[src/hdl/gdd_pkg.sv]
// Shared types, constants and helpers of the Golomb delta decoder.
package gdd_pkg;

	localparam int SYM_W     = 16;
	localparam int DIV_W     = 9;
	localparam int QUOT_W    = 8;
	localparam int REM_W     = 8;
	localparam int RLEN_W    = 4;
	localparam int VALUE_W   = QUOT_W + DIV_W;
	localparam int DELTA_W   = VALUE_W + 1;
	localparam int TOTAL_W   = 32;
	localparam int OPQ_DEPTH = 4;
	localparam int OPQ_AW    = $clog2(OPQ_DEPTH);
	localparam int OPQ_CW    = $clog2(OPQ_DEPTH + 1);

	localparam logic [DIV_W-1:0]  DIV_RESET  = DIV_W'(4);
	localparam logic [DIV_W-1:0]  DIV_MAX    = DIV_W'(256);
	localparam logic [QUOT_W-1:0] QUOT_SAT   = {QUOT_W{1'b1}};

	// One update of the running total, handed from the front to the back.
	typedef struct packed {
		logic               from_escape;
		logic [DELTA_W-1:0] delta;
	} op_t;

	// Zero acts as one, anything above the largest divisor is clamped.
	function automatic logic [DIV_W-1:0] eff_divisor(input logic [DIV_W-1:0] raw);
		logic [DIV_W-1:0] d;
		d = raw;
		if (d == '0)
			d = DIV_W'(1);
		if (d > DIV_MAX)
			d = DIV_MAX;
		return d;
	endfunction

	// Remainder field length: ceiling of log2 of the divisor (divisor is 1..256).
	function automatic logic [RLEN_W-1:0] rem_len(input logic [DIV_W-1:0] d);
		logic [RLEN_W-1:0] n;
		n = '0;
		for (int i = 0; i < REM_W; i++) begin
			if (d > (DIV_W'(1) << i))
				n = n + RLEN_W'(1);
		end
		return n;
	endfunction

endpackage

[src/hdl/golomb_delta_decoder_top.sv]
// Top level of the Golomb delta decoder with escape values and a running total.
//
//  channel   direction  handshake                 word
//  -------   ---------  ------------------------  ---------------------------------
//  input     in         push / full               symbol[15:0], signed
//  result    out        pop / empty               running_total[31:0], from_escape
//  config    in         cfg_valid / cfg_ready     cfg_data[8:0], the divisor
//
// One symbol is taken every cycle while full is low. With the result side free, an
// update written into the four-entry update queue is loaded into the result register
// at the next edge, so a result word passes through the update queue and the result
// register before it is on the ports; the sustained rate is one symbol per cycle.
// The front end settles a codeword value with one 8x9 multiply in the accepting
// cycle; the back end does one 32-bit add per cycle. cfg_ready is always high.
// Reset clears the codeword state, the total, the update queue and the result
// register, and loads divisor 4. A stalled result stops the back end only; the front
// end keeps going until the update queue fills.
module golomb_delta_decoder_top
	import gdd_pkg::*;
(
	input  logic               clk,
	input  logic               arst_n,
	input  logic               push,
	output logic               full,
	input  logic [SYM_W-1:0]   symbol,
	output logic               empty,
	input  logic               pop,
	output logic [TOTAL_W-1:0] running_total,
	output logic               from_escape,
	input  logic               cfg_valid,
	output logic               cfg_ready,
	input  logic [DIV_W-1:0]   cfg_data
);

	logic opq_full;
	logic opq_empty;
	logic op_push;
	logic opq_rd;
	op_t  op_in;
	op_t  op_out;

	assign cfg_ready = 1'b1;
	assign full      = opq_full;

	// Classifies each symbol and turns finished codewords and escapes into updates.
	gdd_front u_front (
		.clk      (clk),
		.arst_n   (arst_n),
		.push     (push),
		.symbol   (symbol),
		.opq_full (opq_full),
		.cfg_we   (cfg_valid && cfg_ready),
		.cfg_data (cfg_data),
		.op_push  (op_push),
		.op       (op_in)
	);

	// Decouples the two halves so a slow result consumer does not stall input at once.
	gdd_opq u_opq (
		.clk    (clk),
		.arst_n (arst_n),
		.wr     (op_push),
		.wr_op  (op_in),
		.rd     (opq_rd),
		.rd_op  (op_out),
		.full   (opq_full),
		.empty  (opq_empty)
	);

	// Keeps the running total and presents one result word at a time.
	gdd_back u_back (
		.clk           (clk),
		.arst_n        (arst_n),
		.opq_empty     (opq_empty),
		.opq_op        (op_out),
		.opq_rd        (opq_rd),
		.pop           (pop),
		.empty         (empty),
		.running_total (running_total),
		.from_escape   (from_escape)
	);

endmodule

[src/hdl/gdd_front.sv]
// Front end: takes stream symbols, tracks the codeword and issues total updates.
module gdd_front
	import gdd_pkg::*;
(
	input  logic             clk,
	input  logic             arst_n,
	input  logic             push,
	input  logic [SYM_W-1:0] symbol,
	input  logic             opq_full,
	input  logic             cfg_we,
	input  logic [DIV_W-1:0] cfg_data,
	output logic             op_push,
	output op_t              op
);

	logic              sign_taken_q;
	logic              sign_bit_q;
	logic              in_rem_q;
	logic [QUOT_W-1:0] quot_q;
	logic [RLEN_W-1:0] rem_seen_q;
	logic [REM_W-1:0]  rem_q;
	logic [DIV_W-1:0]  div_q;
	logic [RLEN_W-1:0] rlen_q;

	logic              accept;
	logic              escape;
	logic              bit_in;
	logic              finish;
	logic [REM_W-1:0]  rem_next;
	logic [RLEN_W-1:0] seen_next;
	logic [REM_W-1:0]  rem_used;
	logic [VALUE_W-1:0] value;
	logic [DELTA_W-1:0] mag;

	assign accept    = push && !opq_full;
	assign escape    = (symbol[SYM_W-1:1] != '0);
	assign bit_in    = symbol[0];
	assign rem_next  = {rem_q[REM_W-2:0], bit_in};
	assign seen_next = rem_seen_q + RLEN_W'(1);

	always_comb begin
		finish   = 1'b0;
		rem_used = rem_q;
		if (!escape && sign_taken_q) begin
			if (!in_rem_q) begin
				finish = bit_in && (rlen_q == '0);
			end else begin
				finish   = (seen_next >= rlen_q);
				rem_used = rem_next;
			end
		end
	end

	assign value = VALUE_W'(quot_q) * VALUE_W'(div_q) + VALUE_W'(rem_used);
	assign mag   = {1'b0, value};

	always_comb begin
		op.from_escape = escape;
		if (escape)
			op.delta = {{(DELTA_W-SYM_W){symbol[SYM_W-1]}}, symbol};
		else if (sign_bit_q)
			op.delta = -mag;
		else
			op.delta = mag;
	end

	assign op_push = accept && (escape || finish);

	// The effective divisor and the field length are settled when written.
	always_ff @(posedge clk or negedge arst_n) begin
		if (!arst_n) begin
			div_q  <= DIV_RESET;
			rlen_q <= rem_len(DIV_RESET);
		end else if (cfg_we) begin
			div_q  <= eff_divisor(cfg_data);
			rlen_q <= rem_len(eff_divisor(cfg_data));
		end
	end

	always_ff @(posedge clk or negedge arst_n) begin
		if (!arst_n) begin
			sign_taken_q <= 1'b0;
			sign_bit_q   <= 1'b0;
			in_rem_q     <= 1'b0;
			quot_q       <= '0;
			rem_seen_q   <= '0;
			rem_q        <= '0;
		end else if (accept && !escape) begin
			if (finish) begin
				sign_taken_q <= 1'b0;
				sign_bit_q   <= 1'b0;
				in_rem_q     <= 1'b0;
				quot_q       <= '0;
				rem_seen_q   <= '0;
				rem_q        <= '0;
			end else if (!sign_taken_q) begin
				sign_bit_q   <= bit_in;
				sign_taken_q <= 1'b1;
			end else if (!in_rem_q) begin
				if (!bit_in) begin
					if (quot_q != QUOT_SAT)
						quot_q <= quot_q + QUOT_W'(1);
				end else begin
					in_rem_q   <= 1'b1;
					rem_seen_q <= '0;
					rem_q      <= '0;
				end
			end else begin
				rem_q      <= rem_next;
				rem_seen_q <= seen_next;
			end
		end
	end

	a_rem_needs_sign: assert property (@(posedge clk) disable iff (!arst_n)
		in_rem_q |-> sign_taken_q)
		else $error("remainder phase entered without a sign bit");

	a_quot_saturates: assert property (@(posedge clk) disable iff (!arst_n)
		accept && !escape && sign_taken_q && !in_rem_q && !bit_in && quot_q == QUOT_SAT
		|=> quot_q == QUOT_SAT)
		else $error("quotient count wrapped past saturation");

endmodule

[src/hdl/gdd_opq.sv]
// Short queue of total updates between the front and the back.
module gdd_opq
	import gdd_pkg::*;
(
	input  logic clk,
	input  logic arst_n,
	input  logic wr,
	input  op_t  wr_op,
	input  logic rd,
	output op_t  rd_op,
	output logic full,
	output logic empty
);

	op_t               mem_q [OPQ_DEPTH];
	logic [OPQ_AW-1:0] wptr_q;
	logic [OPQ_AW-1:0] rptr_q;
	logic [OPQ_CW-1:0] count_q;
	logic              do_wr;
	logic              do_rd;

	assign full  = (count_q == OPQ_CW'(OPQ_DEPTH));
	assign empty = (count_q == '0);
	assign do_wr = wr && !full;
	assign do_rd = rd && !empty;
	assign rd_op = mem_q[rptr_q];

	always_ff @(posedge clk) begin
		if (do_wr)
			mem_q[wptr_q] <= wr_op;
	end

	always_ff @(posedge clk or negedge arst_n) begin
		if (!arst_n) begin
			wptr_q  <= '0;
			rptr_q  <= '0;
			count_q <= '0;
		end else begin
			if (do_wr)
				wptr_q <= wptr_q + OPQ_AW'(1);
			if (do_rd)
				rptr_q <= rptr_q + OPQ_AW'(1);
			if (do_wr && !do_rd)
				count_q <= count_q + OPQ_CW'(1);
			else if (do_rd && !do_wr)
				count_q <= count_q - OPQ_CW'(1);
		end
	end

	a_count_bound: assert property (@(posedge clk) disable iff (!arst_n)
		count_q <= OPQ_CW'(OPQ_DEPTH))
		else $error("update queue count beyond its depth");

	a_count_up: assert property (@(posedge clk) disable iff (!arst_n)
		do_wr && !do_rd |=> count_q == $past(count_q) + OPQ_CW'(1))
		else $error("update queue lost a word");

endmodule

[src/hdl/gdd_back.sv]
// Back end: applies updates to the running total and holds the result word.
module gdd_back
	import gdd_pkg::*;
(
	input  logic               clk,
	input  logic               arst_n,
	input  logic               opq_empty,
	input  op_t                opq_op,
	output logic               opq_rd,
	input  logic               pop,
	output logic               empty,
	output logic [TOTAL_W-1:0] running_total,
	output logic               from_escape
);

	logic [TOTAL_W-1:0] total_q;
	logic               out_valid_q;
	logic               out_esc_q;

	assign opq_rd = !opq_empty && (!out_valid_q || pop);

	always_ff @(posedge clk or negedge arst_n) begin
		if (!arst_n) begin
			total_q     <= '0;
			out_valid_q <= 1'b0;
			out_esc_q   <= 1'b0;
		end else if (opq_rd) begin
			total_q     <= total_q + {{(TOTAL_W-DELTA_W){opq_op.delta[DELTA_W-1]}},
				opq_op.delta};
			out_esc_q   <= opq_op.from_escape;
			out_valid_q <= 1'b1;
		end else if (pop) begin
			out_valid_q <= 1'b0;
		end
	end

	// The total only moves when a new result is loaded, so it is the result.
	assign running_total = total_q;
	assign from_escape   = out_esc_q;
	assign empty         = !out_valid_q;

	a_result_holds: assert property (@(posedge clk) disable iff (!arst_n)
		out_valid_q && !pop |=> out_valid_q && $stable(total_q) && $stable(out_esc_q))
		else $error("waiting result changed before it was taken");

endmodule

[config.mk]
export PLATFORM = sky130hd
export DESIGN_NAME = golomb_delta_decoder_top
export DESIGN_NICKNAME = d
export VERILOG_FILES = /design/src/hdl/gdd_pkg.sv /design/src/hdl/golomb_delta_decoder_top.sv /design/src/hdl/gdd_front.sv /design/src/hdl/gdd_opq.sv /design/src/hdl/gdd_back.sv
export SDC_FILE = /design/constraint.sdc
export NUM_CORES = 1
export LEC_CHECK = 0
export BUFFER_PORTS_ARGS = -buffer_cell sky130_fd_sc_hd__buf_2
export CAP_MARGIN = 20
export CORE_AREA = 8 8 151 153
export DETAILED_ROUTE_END_ITERATION = 6
export DIE_AREA = 0 0 159 161
export PLACE_DENSITY = 0.77
export SLEW_MARGIN = 20
export SYNTH_ARGS = -nofsm -noshare
export SYNTH_HDL_FRONTEND = slang
export SYNTH_SLANG_ARGS = --single-unit
[constraint.sdc]
create_clock -name clk -period 5.8 [get_ports clk]
set_input_delay 1.16 -clock clk [delete_from_list [all_inputs] [get_ports clk]]
set_output_delay 1.16 -clock clk [all_outputs]
set_load 0.005 [all_outputs]
# Word level (Yosys, flattened, before mapping)
# Memory sizes are Yosys's and may differ from the RTL's.
# Index checks and enable logic that the tools add are counted.
# op_classes
eq_ne	5
addsub	16
multipliers	1
reduce_logical	31
n_mux	51
magnitude_cmp	10
# ops
op	n
$mux 8	11
$mux 4	18
$mux 18	2
$mux 9	4
$add 32x32->32	1
$add 4x1->4 const B	8
$neg 17->18	1
$add 17x8->17	1
$mul 8x9->17	1
$reduce_bool 15->1	1
$mux 1	14
$logic_and 1x1->1	10
$gt 9x1->1 const B	1
$gt 9x2->1 const B	1
$gt 9x3->1 const B	1
$gt 9x4->1 const B	1
$gt 9x5->1 const B	1
$gt 9x6->1 const B	1
$gt 9x7->1 const B	1
$gt 9x8->1 const B	1
$gt 9x9->1 const B	1
$logic_not 9->1	1
$add 8x1->8 const B	1
$ne 8x8->1 const B	1
17 further kinds	30
# totals
inputBits	30
mem_bits_rw	76
out_inout_bits	36
wordCells	129
mem_count	1
register_bits	77
# mem_list
memory	depth	width	read_ports	rd_ports_with_merged_regs	write_ports	line	text
u_opq.mem_q	4	19	1	0	1	gdd_opq.sv:15	op_t mem_q [OPQ_DEPTH];

# Longest topological paths before layout
# logic_depth
ltp_word	29
depth_mapped	23
mapped_depth_nobuf	22

# By module
# Synthesis repeated with hierarchy kept, for this count alone.
# hier_totals
hier_cells	1175
area_unflattened_um2	11898.9
# modules_own_cells
module	seq_area_each_um2	cells_each	area_each_um2	n_inst
gdd_front	903.4	681	5679.2	1
gdd_opq	2457.4	135	3159.3	1
gdd_back	850.8	357	3049.2	1
golomb_delta_decoder_top	0.0	2	11.3	1

# Least setup slack after synthesis
# Ideal clock, no wire load.
# synth_timing
path_kind	input -> register
start	input symbol[7]
end	memory u_opq.mem_q[0][16] in the netlist's numbering (data pin)
path_buffers	1
t_required_ps	5517
stages	22
arrival_time_ps	6613
setup_ps	283
setup_slack_ps	-1095
cell_sequence	nor4_1 > and4_1 > clkbuf_1 > nand3_1 > mux2i_1 > fa_1 > inv_1 > fa_1 > ha_1 > inv_1 > fa_1 > inv_1 > fa_1 > a21o_1 > a21o_1 > a21o_1 > a211o_1 > a2111oi_4 > nand3_1 > o41ai_2 > xnor2_1 > o21bai_1
# synth_rtl
item	line	text
start: declaration	golomb_delta_decoder_top.sv:25	input logic [SYM_W-1:0] symbol,
end: declaration	gdd_opq.sv:15	

==> impl_metrics.env <==
export IMPL_multi_input_area_sq_um=6907
export IMPL_critPathRequiredTime_ps=5930
export IMPL_power_clock_fraction_pct=20.7
export IMPL_grt_pass1_vias=8871
export IMPL_async_flop_share_pct=50.33
export IMPL_drive_gt1_share_pct=21.97
export IMPL_design_area_sq_um=13420
export IMPL_cts_hold_buf=0
export IMPL_ys_types=77
export IMPL_fmax_mhz=156.6
export IMPL_place_inst=1467
export IMPL_path_clk_slew_ps=70
export IMPL_ios=66
export IMPL_max_cap_viol_count=0
export IMPL_cp_max_fo=4
export IMPL_cp_slowest_cell="fa_1"
export IMPL_synth_fp_nets=1271
export IMPL_place_hpwl_mm=18.73
export IMPL_max_stage_delay_ps=510
export IMPL_p_per_area_nw_per_um2=427.0
export IMPL_grt_util_all_layers_pct=19.75
export IMPL_cts_root_buf="clkbuf_16"
export IMPL_run_status="finished, violations left"
export IMPL_crit_path_end_kind="flop"
export IMPL_dr_pass1_iters=5
export IMPL_ys_seq_area_share_pct=37.00
export IMPL_tightest_slew_ps=983.3
export IMPL_clock_tree_buffer_depth=2
export IMPL_routabilityCongestion=0.8624
export IMPL_violations="negative setup slack"
export IMPL_die_h_um=161
export IMPL_die_w_um=159
export IMPL_p_leak_nw=5.974
export IMPL_setup_ws_ps=-583.7
export IMPL_post_route_drc_count=0
export IMPL_fin_total_pwr_w=0.005732
export IMPL_hp_class="flop to flop"
export IMPL_htreeDepth=4
export IMPL_nets=1385
export IMPL_cts_sinks=153
export IMPL_fillers=1560
export IMPL_syn_area_sq_um=11380
export IMPL_numCtsBuffers=17
export IMPL_synth_edf_count=76
export IMPL_io_buffers=64
export IMPL_placed_area_sq_um=12500
export IMPL_insertion_delay_ps=430
export IMPL_start_kind="input port"
export IMPL_grt_max_degree=68
export IMPL_final_core_util_pct=65.30
export IMPL_switching_power_w=0.002286
export IMPL_setup_viol=40
export IMPL_seq_area_sq_um=4212
export IMPL_via_count=8570
export IMPL_cp_arrival_ps=6510
export IMPL_fin_crit_ps=6384
export IMPL_ir_drop_mv=0.2264
export IMPL_slew_viol_final=0
export IMPL_critPathKind="input port to flop"
export IMPL_first_iter_violations=451
export IMPL_rows=53
export IMPL_ys_warn_count=0
export IMPL_seqPwrFrac_pct=28.8
export IMPL_fin_cells=1504
export IMPL_grt_pass1_wl_mm=41.99
export IMPL_viasPerCell=5.698
export IMPL_synth_area_per_cell_sq_um=10.33
export IMPL_core_area_sq_um=20560
export IMPL_grt_overflow=0
export IMPL_rsz0062_at_grt="true"
export IMPL_drt_total_wl_mm=25.26
export IMPL_antenna_found_initial=0
export IMPL_fin_crit_sh_pct=110.1
export IMPL_maxSlewHeadroom_pct=34.45
export IMPL_drtAntennaViolNets=0
export IMPL_combinationalPowerShare_pct=50.5
export IMPL_hold_violations=0
export IMPL_worstPathCellList="buf_12, nor4_4, and4_4, nand3_4, mux2i_2, fa_1, inv_2, fa_1, ha_1, inv_1, fa_1, inv_2, buf_6, fa_2, a21o_1, a21o_1, a21o_1, a211o_1, a2111oi_4, buf_4, nand3_2, o41ai_2, xnor2_1, o21bai_1"
export IMPL_internal_power_w=0.003446
export IMPL_syn2layout_area_growth_pct=17.94
export IMPL_routedWlPerCell_um=16.80
export IMPL_start_util_pct=55.37
export IMPL_synthCells=1102
export IMPL_tritoncts="yes"
export IMPL_die_area_sq_um=25600
export IMPL_ys_flop_type="edfxtp_1"
export IMPL_swShare_pct=39.88
export IMPL_skew_ps=12.11
export IMPL_ys_ff_latch=153
export IMPL_antennaDiodeCount=0
==> final timing paths <==
path | cells past startpoint | from | slack, ps | end
min reg2reg | 2 | u_back.from_escape$_DFFE_PN0P_ | 470 | u_back.from_escape$_DFFE_PN0P_
max reg2reg | 21 | u_front.in_rem_q$_DFFE_PN0P_ | 280 | u_opq.mem_q[3][16]$_DFFE_PP_
min in group asynchronous | 1 | arst_n | 560 | u_opq.rptr_q[0]$_DFFE_PN0P_
max in group asynchronous | 2 | arst_n | 4150 | u_front.rem_q[7]$_DFFE_PN0P_
min | 2 | u_back.from_escape$_DFFE_PN0P_ | 470 | u_back.from_escape$_DFFE_PN0P_
max | 24 | symbol[1] | -580 | u_opq.mem_q[3][16]$_DFFE_PP_
==> cell usage after synthesis, types with 10 or more instances <==
cell	instances	area (sq um)
a21o_1	29	217.7
a21oi_1	49	245.2
a22o_1	11	96.34
and2_1	32	200.2
clkbuf_1	37	138.9
dfrtp_1	75	1877
edfxtp_1	76	2282
fa_1	52	1041
ha_1	87	1089
inv_1	108	405.4
mux2i_1	12	120.1
mux4_2	19	427.9
nand2_1	120	450.4
nand2b_1	17	106.4
nand3_1	21	105.1
nor2_1	44	165.2
nor2b_1	12	75.07
nor3_1	17	85.08
nor4_1	10	62.56
o21a_1	14	105.1
o21ai_0	63	315.3
xnor2_1	42	367.9
xor2_1	33	289.0
==> placed cells by master, fill, tap and decap left out, types with 7 or more instances in the layout <==
cell and count:
inv_1 103, a21oi_1 46, nand2_1 118, nor2_1 43
fa_1 50, edfxtp_1 76, buf_4 70, a21o_1 29
o21ai_0 62, xnor2_1 40, buf_6 7, nand3_1 18
nor3_1 15, nand3b_1 7, ha_1 82, xor2_1 33
dfrtp_1 75, o31ai_1 7, and2_1 32, clkbuf_16 17
o21a_1 14, mux2i_1 8, nand2b_1 16, a22o_1 11
buf_2 59, mux4_2 19, nor2b_1 12
==> sequential cells by signal (all words and copies together), names as in the netlist <==
signal	cells
u_opq.mem_q	76
u_back.running_total	32
u_front.div_q	9
u_front.quot_q	8
u_front.rem_q	8
u_front.rem_seen_q	4
u_front.rlen_q	4
u_opq.count_q	3
u_opq.rptr_q	2
u_opq.wptr_q	2
u_back.from_escape	1
u_back.out_valid_q	1
u_front.in_rem_q	1
u_front.sign_bit_q	1
u_front.sign_taken_q	1
==> power groups by stage <==
stage | logic [W] | clock network [W] | registers (W)
2_1_floorplan | 0.00218 | 0 | 0.00159
3_3_place_gp | 0.00272 | 0 | 0.00165
3_5_place_dp | 0.00282 | 0 | 0.00167
4_1_cts | 0.00288 | 0.00120 | 0.00166
5_1_grt | 0.00324 | 0.00124 | 0.00169
6_report | 0.00289 | 0.00119 | 0.00165
==> area by class of cell <==
class	instances	share of cell area, %
well taps	275	2.563
inverters	109	3.048
clock buffers	17	3.169
flip-flops and latches	153	31.37
repair buffers	137	6.851
multi-input cells	798	51.45
clock inverters	15	1.547
==> critical path, delay by kind of cell <==
kind	cells	cell delay, ps
AND/OR/NAND/NOR	4	760
XOR/XNOR	1	160
multiplexers	1	180
buffers and inverters	6	550
adder cells (fa/ha/maj)	5	2100
AO/OA/AOI/OAI	7	1610
==> through the flow <==
step	worst slack, ps	TNS, ps	hold slack, ps
global placement	-1160	-39370	455.7
finish	-583.7	-16280	471.4
CTS	-567.0	-15660	477.1
detailed placement	-1189	-43530	461.8
global route	-787.0	-24150	508.9
floorplan	-659.2	-15860	456.0
==> what timing repair did <==
action / in CTS / in global routing
endpoints found under the setup margin: 44 / 44
pin swaps: 13 / 31
gates resized for setup: 23 / 32
buffers inserted: 2 / 4
==> cells by family after synthesis <==
kind of cell / after synthesis / synth area share [%]
AOI/OAI and AO/OA: 235 / 14.17
xor gates and xnor gates: 77 / 6.156
adders and majority gates: 139 / 18.71
buffers and inverters: 151 / 5.013
DFF: 153 / 37.00
muxes: 37 / 5.408
other: 1 / 0.03295
and+or+nand+nor: 309 / 13.51
==> routing by layer <==
metal | GRT usage [%] | vias to the layer above | wire length [um]
met4 | 6.346 | 0 | 585
met2 | 36.64 | 200 | 13260
met1 | 22.60 | 4237 | 10290
li1 | - | 4089 | -
met3 | 3.691 | 44 | 1128
met5 | 0 | - | 0
(Power assumes the default switching activity.)
